===== src/hdl/pap_pkg.sv =====
package pap_pkg;

    localparam int POS_WIDTH = 16;
    localparam int CFG_W     = 16;
    localparam int SPEED_W   = 10;
    localparam int CFG_IDX_W = 3;
    localparam int FRAC_W    = 8;

    localparam int COORD_W = (POS_WIDTH > CFG_W) ? POS_WIDTH : CFG_W;
    localparam int DIFF_W  = COORD_W + 1;
    localparam int AW      = COORD_W;
    localparam int SQ_W    = 2 * AW;
    localparam int SUM_W   = SQ_W + 1;
    localparam int RAD_W   = SUM_W + (SUM_W % 2);
    localparam int DIST_W  = RAD_W / 2;

    localparam int MUL_MAX = (AW > DIST_W) ? ((AW > CFG_W) ? AW : CFG_W)
                                           : ((DIST_W > CFG_W) ? DIST_W : CFG_W);
    localparam int MUL_A   = MUL_MAX + 1;
    localparam int PROD_W  = 2 * MUL_A;

    localparam int NUM_W   = DIST_W + CFG_W + 1;
    localparam int OFF_W   = NUM_W + 1;
    localparam int QUO_W   = DIST_W + CFG_W - 1;
    localparam int DEN_W   = CFG_W + 2;
    localparam int DVS_W   = CFG_W + 1;
    localparam int S_W     = ((PROD_W > OFF_W) ? PROD_W : OFF_W) + 1;

    localparam int STEPS   = (DIST_W > QUO_W) ? DIST_W : QUO_W;
    localparam int CNT_W   = $clog2(STEPS);

    localparam logic signed [CFG_W-1:0] TARGET_X_RST   = '0;
    localparam logic signed [CFG_W-1:0] TARGET_Y_RST   = '0;
    localparam logic [CFG_W-1:0]        DECEL_RST      = 16'd256;
    localparam logic signed [CFG_W-1:0] ACCEL_RST      = -16'sd128;
    localparam logic [SPEED_W-1:0]      SPEED_MIN_RST  = 10'd50;
    localparam logic [SPEED_W-1:0]      SPEED_MAX_RST  = 10'd500;
    localparam logic [SPEED_W-1:0]      ARRIVE_EPS_RST = 10'd5;

    typedef enum logic [CFG_IDX_W-1:0] {
        CFG_TARGET_X   = 3'd0,
        CFG_TARGET_Y   = 3'd1,
        CFG_DECEL      = 3'd2,
        CFG_ACCEL      = 3'd3,
        CFG_SPEED_MIN  = 3'd4,
        CFG_SPEED_MAX  = 3'd5,
        CFG_ARRIVE_EPS = 3'd6
    } cfg_idx_t;

    typedef enum logic [1:0] {
        MUL_SQ_X   = 2'd0,
        MUL_SQ_Y   = 2'd1,
        MUL_ACC_D  = 2'd2,
        MUL_LINE_D = 2'd3
    } mul_sel_t;

    typedef struct packed {
        logic signed [POS_WIDTH-1:0] pos_x;
        logic signed [POS_WIDTH-1:0] pos_y;
    } req_t;

    typedef struct packed {
        logic [SPEED_W-1:0] speed;
        logic               arrived;
    } rsp_t;

    typedef struct packed {
        logic     load;
        logic     mul_en;
        mul_sel_t mul_sel;
        logic     sum_first;
        logic     sqrt_init;
        logic     sqrt_step;
        logic     mark_arrived;
        logic     latch;
        logic     div_step;
        logic     div_done;
        logic     result_write;
    } pap_cmd_t;

    typedef struct packed {
        logic arrive_hit;
        logic need_latch;
    } pap_sts_t;

endpackage


===== src/hdl/pap_dp.sv =====
module pap_dp (
    input  logic                          clk,
    input  logic                          rst_n,
    input  logic                          cfg_we,
    input  logic [pap_pkg::CFG_IDX_W-1:0] cfg_index,
    input  logic [pap_pkg::CFG_W-1:0]     cfg_data,
    input  pap_pkg::req_t                 req_data,
    input  pap_pkg::pap_cmd_t             cmd,
    output pap_pkg::pap_sts_t             sts,
    output pap_pkg::rsp_t                 rsp_data
);
    import pap_pkg::*;

    // configuration
    logic signed [CFG_W-1:0] target_x_reg;
    logic signed [CFG_W-1:0] target_y_reg;
    logic [CFG_W-1:0]        decel_reg;
    logic signed [CFG_W-1:0] accel_reg;
    logic [SPEED_W-1:0]      speed_min_reg;
    logic [SPEED_W-1:0]      speed_max_reg;
    logic [SPEED_W-1:0]      arrive_eps_reg;

    // approach state
    logic                    reached_reg;
    logic [DIST_W-1:0]       start_reg;
    logic signed [OFF_W-1:0] offset_reg;
    logic [QUO_W-1:0]        cross_reg;

    // working registers
    logic [AW-1:0]            ax_reg;
    logic [AW-1:0]            ay_reg;
    logic signed [PROD_W-1:0] prod_reg;
    logic [SQ_W-1:0]          sum_reg;
    logic [RAD_W-1:0]         rad_reg;
    logic [DIST_W:0]          rem_reg;
    logic [DIST_W-1:0]        root_reg;
    logic [QUO_W-1:0]         dvd_reg;
    logic [DVS_W-1:0]         dvs_reg;
    logic [DVS_W-1:0]         drem_reg;
    logic                     zero_q_reg;
    rsp_t                     rsp_reg;

    logic signed [DIFF_W-1:0] dx;
    logic signed [DIFF_W-1:0] dy;
    logic [AW-1:0]            ax_c;
    logic [AW-1:0]            ay_c;
    logic signed [MUL_A-1:0]  mul_a;
    logic signed [MUL_A-1:0]  mul_b;
    logic signed [PROD_W-1:0] mul_p;
    logic                     line_dec;
    logic [DIST_W+2:0]        rem_sh;
    logic [DIST_W+2:0]        trial;
    logic                     sq_ge;
    logic [DVS_W:0]           dr_sh;
    logic                     dv_ge;
    logic signed [NUM_W-1:0]  num_c;
    logic signed [DEN_W-1:0]  den_c;
    logic signed [OFF_W-1:0]  offset_c;
    logic [SPEED_W+FRAC_W-1:0] min_q;
    logic signed [S_W-1:0]    addend;
    logic signed [S_W-1:0]    s_sum;
    logic [S_W-FRAC_W-1:0]    s_int;
    logic [SPEED_W-1:0]       speed_c;

    assign dx   = DIFF_W'(target_x_reg) - DIFF_W'(req_data.pos_x);
    assign dy   = DIFF_W'(target_y_reg) - DIFF_W'(req_data.pos_y);
    assign ax_c = dx[DIFF_W-1] ? AW'(-dx) : AW'(dx);
    assign ay_c = dy[DIFF_W-1] ? AW'(-dy) : AW'(dy);

    assign line_dec = QUO_W'(root_reg) < cross_reg;

    always_comb
    begin
        case (cmd.mul_sel)
            MUL_SQ_X:
            begin
                mul_a = MUL_A'(ax_reg);
                mul_b = MUL_A'(ax_reg);
            end
            MUL_SQ_Y:
            begin
                mul_a = MUL_A'(ay_reg);
                mul_b = MUL_A'(ay_reg);
            end
            MUL_ACC_D:
            begin
                mul_a = MUL_A'(accel_reg);
                mul_b = MUL_A'(root_reg);
            end
            MUL_LINE_D:
            begin
                mul_a = line_dec ? MUL_A'(decel_reg) : MUL_A'(accel_reg);
                mul_b = MUL_A'(root_reg);
            end
            default:
            begin
                mul_a = '0;
                mul_b = '0;
            end
        endcase
    end

    assign mul_p = mul_a * mul_b;

    // square root, one result bit per step
    assign rem_sh = {rem_reg, rad_reg[RAD_W-1 -: 2]};
    assign trial  = (DIST_W+3)'({root_reg, 2'b01});
    assign sq_ge  = rem_sh >= trial;

    // restoring divide, one quotient bit per step
    assign dr_sh = {drem_reg, dvd_reg[QUO_W-1]};
    assign dv_ge = dr_sh >= (DVS_W+1)'(dvs_reg);

    // crossing setup, prod_reg holds accel * d
    assign num_c    = NUM_W'(-prod_reg);
    assign den_c    = DEN_W'(decel_reg) - DEN_W'(accel_reg);
    assign min_q    = {speed_min_reg, {FRAC_W{1'b0}}};
    assign offset_c = OFF_W'(min_q) + OFF_W'(num_c);

    // speed from the chosen line
    assign addend  = line_dec ? S_W'(min_q) : S_W'(offset_reg);
    assign s_sum   = S_W'(prod_reg) + addend;
    assign s_int   = s_sum[S_W-1:FRAC_W];
    always_comb
    begin
        if (s_sum[S_W-1])
            speed_c = '0;
        else if (s_int > (S_W-FRAC_W)'(speed_max_reg))
            speed_c = speed_max_reg;
        else
            speed_c = s_int[SPEED_W-1:0];
    end

    always_ff @(posedge clk or negedge rst_n)
    begin
        if (!rst_n)
        begin
            target_x_reg   <= TARGET_X_RST;
            target_y_reg   <= TARGET_Y_RST;
            decel_reg      <= DECEL_RST;
            accel_reg      <= ACCEL_RST;
            speed_min_reg  <= SPEED_MIN_RST;
            speed_max_reg  <= SPEED_MAX_RST;
            arrive_eps_reg <= ARRIVE_EPS_RST;
            reached_reg    <= 1'b0;
            start_reg      <= '0;
        end
        else
        begin
            if (cfg_we)
            begin
                case (cfg_index)
                    CFG_TARGET_X:   target_x_reg   <= cfg_data;
                    CFG_TARGET_Y:   target_y_reg   <= cfg_data;
                    CFG_DECEL:      decel_reg      <= cfg_data;
                    CFG_ACCEL:      accel_reg      <= cfg_data;
                    CFG_SPEED_MIN:  speed_min_reg  <= cfg_data[SPEED_W-1:0];
                    CFG_SPEED_MAX:  speed_max_reg  <= cfg_data[SPEED_W-1:0];
                    CFG_ARRIVE_EPS: arrive_eps_reg <= cfg_data[SPEED_W-1:0];
                    default:        ;
                endcase
            end
            if (cmd.mark_arrived)
                reached_reg <= 1'b1;
            if (cmd.latch)
                start_reg <= root_reg;
        end
    end

    always_ff @(posedge clk)
    begin
        if (cmd.load)
        begin
            ax_reg <= ax_c;
            ay_reg <= ay_c;
        end
        if (cmd.mul_en)
            prod_reg <= mul_p;
        if (cmd.sum_first)
            sum_reg <= prod_reg[SQ_W-1:0];
        if (cmd.sqrt_init)
        begin
            rad_reg  <= RAD_W'(sum_reg) + RAD_W'(prod_reg[SQ_W-1:0]);
            rem_reg  <= '0;
            root_reg <= '0;
        end
        else if (cmd.sqrt_step)
        begin
            rad_reg <= rad_reg << 2;
            if (sq_ge)
            begin
                rem_reg  <= (DIST_W+1)'(rem_sh - trial);
                root_reg <= {root_reg[DIST_W-2:0], 1'b1};
            end
            else
            begin
                rem_reg  <= rem_sh[DIST_W:0];
                root_reg <= {root_reg[DIST_W-2:0], 1'b0};
            end
        end
        if (cmd.latch)
        begin
            offset_reg <= offset_c;
            dvd_reg    <= num_c[NUM_W-1] ? QUO_W'(-num_c) : QUO_W'(num_c);
            dvs_reg    <= den_c[DEN_W-1] ? DVS_W'(-den_c) : DVS_W'(den_c);
            drem_reg   <= '0;
            zero_q_reg <= (den_c == '0) || (num_c[NUM_W-1] != den_c[DEN_W-1]);
        end
        else if (cmd.div_step)
        begin
            if (dv_ge)
            begin
                drem_reg <= DVS_W'(dr_sh - (DVS_W+1)'(dvs_reg));
                dvd_reg  <= {dvd_reg[QUO_W-2:0], 1'b1};
            end
            else
            begin
                drem_reg <= dr_sh[DVS_W-1:0];
                dvd_reg  <= {dvd_reg[QUO_W-2:0], 1'b0};
            end
        end
        if (cmd.div_done)
            cross_reg <= zero_q_reg ? '0 : dvd_reg;
        if (cmd.result_write)
        begin
            rsp_reg.speed   <= reached_reg ? '0 : speed_c;
            rsp_reg.arrived <= reached_reg;
        end
    end

    assign sts.arrive_hit = reached_reg || (root_reg < DIST_W'(arrive_eps_reg));
    assign sts.need_latch = (start_reg == '0);
    assign rsp_data       = rsp_reg;

endmodule


===== src/hdl/pap_ctrl.sv =====
module pap_ctrl (
    input  logic                  clk,
    input  logic                  rst_n,
    input  logic                  req_valid,
    output logic                  req_ready,
    output logic                  rsp_valid,
    input  logic                  rsp_ready,
    input  pap_pkg::pap_sts_t     sts,
    output pap_pkg::pap_cmd_t     cmd
);
    import pap_pkg::*;

    typedef enum logic [11:0] {
        S_IDLE  = 12'b0000_0000_0001,
        S_MUL_X = 12'b0000_0000_0010,
        S_MUL_Y = 12'b0000_0000_0100,
        S_ADD   = 12'b0000_0000_1000,
        S_SQRT  = 12'b0000_0001_0000,
        S_CHECK = 12'b0000_0010_0000,
        S_MUL_A = 12'b0000_0100_0000,
        S_LATCH = 12'b0000_1000_0000,
        S_DIV   = 12'b0001_0000_0000,
        S_CROSS = 12'b0010_0000_0000,
        S_MUL_L = 12'b0100_0000_0000,
        S_FIN   = 12'b1000_0000_0000
    } state_t;

    state_t           state_reg;
    state_t           state_next;
    logic [CNT_W-1:0] cnt_reg;
    logic [CNT_W-1:0] cnt_next;
    logic             valid_reg;
    logic             valid_next;
    logic             slot_free;

    assign slot_free = !valid_reg || rsp_ready;
    assign req_ready = (state_reg == S_IDLE);
    assign rsp_valid = valid_reg;

    always_comb
    begin
        state_next = state_reg;
        cnt_next   = cnt_reg;
        valid_next = valid_reg && !rsp_ready;
        cmd        = '0;
        cmd.mul_sel = MUL_SQ_X;
        case (state_reg)
            S_IDLE:
            begin
                if (req_valid)
                begin
                    cmd.load   = 1'b1;
                    state_next = S_MUL_X;
                end
            end
            S_MUL_X:
            begin
                cmd.mul_en  = 1'b1;
                cmd.mul_sel = MUL_SQ_X;
                state_next  = S_MUL_Y;
            end
            S_MUL_Y:
            begin
                cmd.mul_en    = 1'b1;
                cmd.mul_sel   = MUL_SQ_Y;
                cmd.sum_first = 1'b1;
                state_next    = S_ADD;
            end
            S_ADD:
            begin
                cmd.sqrt_init = 1'b1;
                cnt_next      = CNT_W'(DIST_W - 1);
                state_next    = S_SQRT;
            end
            S_SQRT:
            begin
                cmd.sqrt_step = 1'b1;
                cnt_next      = cnt_reg - CNT_W'(1);
                if (cnt_reg == '0)
                    state_next = S_CHECK;
            end
            S_CHECK:
            begin
                if (sts.arrive_hit)
                begin
                    cmd.mark_arrived = 1'b1;
                    state_next       = S_FIN;
                end
                else if (sts.need_latch)
                    state_next = S_MUL_A;
                else
                    state_next = S_MUL_L;
            end
            S_MUL_A:
            begin
                cmd.mul_en  = 1'b1;
                cmd.mul_sel = MUL_ACC_D;
                state_next  = S_LATCH;
            end
            S_LATCH:
            begin
                cmd.latch  = 1'b1;
                cnt_next   = CNT_W'(QUO_W - 1);
                state_next = S_DIV;
            end
            S_DIV:
            begin
                cmd.div_step = 1'b1;
                cnt_next     = cnt_reg - CNT_W'(1);
                if (cnt_reg == '0)
                    state_next = S_CROSS;
            end
            S_CROSS:
            begin
                cmd.div_done = 1'b1;
                state_next   = S_MUL_L;
            end
            S_MUL_L:
            begin
                cmd.mul_en  = 1'b1;
                cmd.mul_sel = MUL_LINE_D;
                state_next  = S_FIN;
            end
            S_FIN:
            begin
                if (slot_free)
                begin
                    cmd.result_write = 1'b1;
                    valid_next       = 1'b1;
                    state_next       = S_IDLE;
                end
            end
            default:
            begin
                state_next = S_IDLE;
            end
        endcase
    end

    always_ff @(posedge clk or negedge rst_n)
    begin
        if (!rst_n)
        begin
            state_reg <= S_IDLE;
            cnt_reg   <= '0;
            valid_reg <= 1'b0;
        end
        else
        begin
            state_reg <= state_next;
            cnt_reg   <= cnt_next;
            valid_reg <= valid_next;
        end
    end

endmodule


===== src/hdl/point_approach_speed_profile.sv =====
// Point approach speed profile. Each request carries the current position; the block
// returns one result with the commanded speed for both wheels and a sticky arrived
// flag. Distance to the configured target is the floor square root of the squared
// distance, worked out one result bit per cycle; on the first request of an approach
// (stored start distance zero) the block latches the distance, the acceleration line
// offset and the crossing distance, the latter from a restoring divider that yields
// one quotient bit per cycle. All products share one 18x18 multiplier. An accepted request
// squares the two offsets, takes the 17-step square root and checks for arrival; on the
// latching request it forms the line offset and runs the 32-step divide; it then forms the
// speed (arrival skips this) and loads the result register once the output slot is free.
// One request is in work at a time; a new one is accepted while the previous
// result still waits in the output register. Configuration writes are taken in any
// cycle and must be issued while the block is idle.
module point_approach_speed_profile (
    input  logic                          clk,
    input  logic                          rst_n,
    input  logic                          req_valid,
    output logic                          req_ready,
    input  pap_pkg::req_t                 req_data,
    output logic                          rsp_valid,
    input  logic                          rsp_ready,
    output pap_pkg::rsp_t                 rsp_data,
    input  logic                          cfg_valid,
    output logic                          cfg_ready,
    input  logic [pap_pkg::CFG_IDX_W-1:0] cfg_index,
    input  logic [pap_pkg::CFG_W-1:0]     cfg_data
);
    import pap_pkg::*;

    pap_cmd_t cmd;
    pap_sts_t sts;

    assign cfg_ready = 1'b1;

    pap_ctrl u_ctrl (
        .clk       (clk),
        .rst_n     (rst_n),
        .req_valid (req_valid),
        .req_ready (req_ready),
        .rsp_valid (rsp_valid),
        .rsp_ready (rsp_ready),
        .sts       (sts),
        .cmd       (cmd)
    );

    pap_dp u_dp (
        .clk       (clk),
        .rst_n     (rst_n),
        .cfg_we    (cfg_valid),
        .cfg_index (cfg_index),
        .cfg_data  (cfg_data),
        .req_data  (req_data),
        .cmd       (cmd),
        .sts       (sts),
        .rsp_data  (rsp_data)
    );

endmodule

===== config.mk =====
export PLATFORM = sky130hd
export DESIGN_NAME = point_approach_speed_profile
export DESIGN_NICKNAME = d
export VERILOG_FILES = /design/src/hdl/pap_pkg.sv /design/src/hdl/pap_dp.sv /design/src/hdl/pap_ctrl.sv /design/src/hdl/point_approach_speed_profile.sv
export SDC_FILE = /design/constraint.sdc
export NUM_CORES = 2
export LEC_CHECK = 0
export BUFFER_PORTS_ARGS = -buffer_cell sky130_fd_sc_hd__clkbuf_2
export CAP_MARGIN = 15
export CORE_ASPECT_RATIO = 1.25
export CORE_MARGIN = 1
export CORE_UTILIZATION = 45
export DETAILED_ROUTE_END_ITERATION = 6
export PLACE_DENSITY = 0.67
export SLEW_MARGIN = 20
export SYNTH_ARGS = -nofsm -noshare
export SYNTH_HDL_FRONTEND = slang
export SYNTH_HIERARCHICAL = 1
export SYNTH_SLANG_ARGS = --single-unit

===== constraint.sdc =====
create_clock -name clk -period 11.7 [get_ports clk]
set_input_delay 2.34 -clock clk [delete_from_list [all_inputs] [get_ports clk]]
set_output_delay 2.34 -clock clk [all_outputs]
set_load 0.03 [all_outputs]

==> flow_summary.yaml <==
finish:
  final_cells: 5416
  postLayoutCellArea_um2: 43200
  largest_reg_flops: 36
  num-nets-final: 4858
  area_growth_pct: 8.70
  drive_above_1_share_pct: 9.99
global_routing:
  grt_pass1_vias: 29900
  grtUsageMet3_pct: 2.55
  grt_usage_pct: 24.9
  grt.met2_usage_pct: 42.5
  antenna_found_initial: 6
  grtUsageMet1_pct: 31.1
  grt_pass1_wl_um: 171000
  busiest_layer: "met2"
  grt_max_degree: 94
  grt_overflow: 0
synthesis:
  synth_top_area_share_pct: 19.8
  seq_area_frac_synth_pct: 30.7
  netlist_instances: 4162
  synth_edf_count: 262
  synthArstFlopShare_pct: 29.3
  synth_commonest_cells: "inv_1 (600), nor2_1 (404), fa_1 (306)"
  ys_ff_latch: 444
  syn_avg_cell_area_um2: 9.54
  ys_types: 95
  synthTopCellsByArea: "edfxtp_1 (20%), fa_1 (15%), ha_1 (9.2%)"
  post-synth-top-count-cell: "inv_1"
  ys_warn_count: 6
  ys.flop_type: "edfxtp_1"
  yosysTopAreaCell: "edfxtp_1"
  synth_area_um2: 39700
  synth_nets: 4815
detailed_routing:
  drt_pass1_iterations: 5
  routed_wl_um: 110000
  viasPerCell: 5.47
  vias: 29600
  ant_nets: 0
  first_iter_violations: 2122
  drc_errors: 0
  wire_per_inst_um: 20.4
sta:
  finalCritPeriodShare_pct: 91.2
  max-slew-margin-rel_pct: 25.2
  skew_ps: 59.2
  tightest_slew_ps: 1120
  finalSetupViolations: 0
  fin_ws_ps: 1030
  rsz0062_at_grt: "false"
  fmax_ghz: 0.0937
  slew_viol_final: 0
  period_minus_slack_ps: 10670
  setup_tns_ps: 0
  final_hold_viol_count: 0
cts:
  cts-buffers-inserted: 50
  clock_latency_ps: 630
  cts_tree: "done"
  cts-htree-levels: 2
  cts_setup_buffers: 0
  ctsResizeCount: 0
  clkTransAtPathRegs_ps: 60
  hold_buffers: 0
  ctsRootBufferMaster: "clkbuf_16"
  clkSinkCount: 444
  cts_max_path_buffers: 3
worst_setup_path:
  cp_num_buf_inv: 4
  worst-path-max-fanout: 15
  start_kind: "flop"
  worstPathArrival_ps: 10980
  crit_path_frequent_cell: "fa_1"
  worstPathRequired_ps: 12010
  slowest_delay_ps: 740
  worst_setup_path_end_kind: "flop"
  cp_slowest_cell: "a2111oi_0"
  crit_type: "flop to flop"
  cp_top_family: "compound AO/OA/AOI/OAI gates"
floorplan:
  ioPinCount: 70
  rows: 121
  start_util_pct: 45.5
  fp.dieH_um: 334
  core_area_um2: 87200
  die_w_um: 268
  die-area_um2: 89400
worst_hold_path:
  hold_path.class: "flop to flop"
placement:
  dpl_worst_slack_ps: 1200
  port_buffers: 68
  dp_hpwl_um: 87200
  placed_cell_area_um2: 41400
  routabilityCongestion: 0.953
  dp_cells: 5319
run_status:
  outcome: "complete, no violations"
flow_run:
  drv_cap: 0
## cell usage in the layout, fill, tap and decap left out, types with 52 or more instances in the layout
master / netlist / routed
nand2_1: 301 / 301
ha_1: 291 / 291
xnor2_1: 174 / 174
nor2b_1: 80 / 80
xor2_1: 92 / 92
dfxtp_1: 52 / 52
edfxtp_1: 262 / 262
buf_4: 1 / 53
mux2_2: 144 / 144
nor2_1: 404 / 404
a21oi_1: 224 / 224
dfrtp_1: 108 / 108
nand3_1: 54 / 54
fa_1: 306 / 306
inv_1: 600 / 600
nor3_1: 71 / 70
clkbuf_2: 0 / 67
mux2i_1: 66 / 66
o21ai_0: 119 / 119
a21o_1: 75 / 75
## worst reg2reg max path, delay by kind of cell, from the launching register on
family	cells	cell delay, ps
buffers and inverters	4	230
DFF	1	450
adders and majority gates	7	3130
xor gates and xnor gates	1	70
AOI/OAI and AO/OA	11	3530
and+or+nand+nor	9	2950
## stage by stage
stage | utilization (%) | hold WS (ps)
global placement | 47.5 | 477
detailed placement | 47.5 | 479
global route | 49.5 | 510
CTS | 49.4 | 486
floorplan | - | 448
finish | 49.5 | 484
## cell type report
cell class / count / area, um2
fill: 8199 / 44000
multi-input combinational: 2980 / 24800
sequential: 444 / 12200
inverter: 606 / 2280
tap: 1168 / 1460
clock buffer: 69 / 1390
timing repair buffer: 123 / 800
clock inverter: 24 / 263
antenna: 2 / 5.00
## cell families (layout without fill, tap and decap cells)
logic type	count (synthesis)	after routing	synth area share, %
other	1	3	0.00944
muxes	210	210	5.75
AOI/OAI and AO/OA	708	708	11.4
DFF	444	444	30.7
adders and majority gates	597	597	24.6
xor gates and xnor gates	266	266	5.87
and+or+nand+nor	1198	1198	14.6
buffers and inverters	738	822	7.04
## routing by layer
metal	vias to the layer above	share of wire, %
met5	-	0
met4	0	5.8
met3	242	4.4
met2	805	49
met1	14400	41
li1	14200	-
## final timing paths
path	from	endpoint	slack, ps	depth (start not counted)
worst max-delay path	u_ctrl/state_reg[4]	u_dp/prod_reg[35]	1030	32
worst min-delay path	u_ctrl/cnt_reg[4]	u_ctrl/cnt_reg[4]	480	1
worst max register to register	u_ctrl/state_reg[4]	u_dp/prod_reg[35]	1030	32
worst min register to register	u_ctrl/cnt_reg[4]	u_ctrl/cnt_reg[4]	480	1
max in group asynchronous	rst_n	u_dp/speed_max_reg[8]	8810	3
min in group asynchronous	rst_n	u_dp/target_y_reg[0]	1660	1
Power is left out: the tool's default activity adds up to more than one toggle a clock period on the data nets, which glitch-free logic cannot reach.
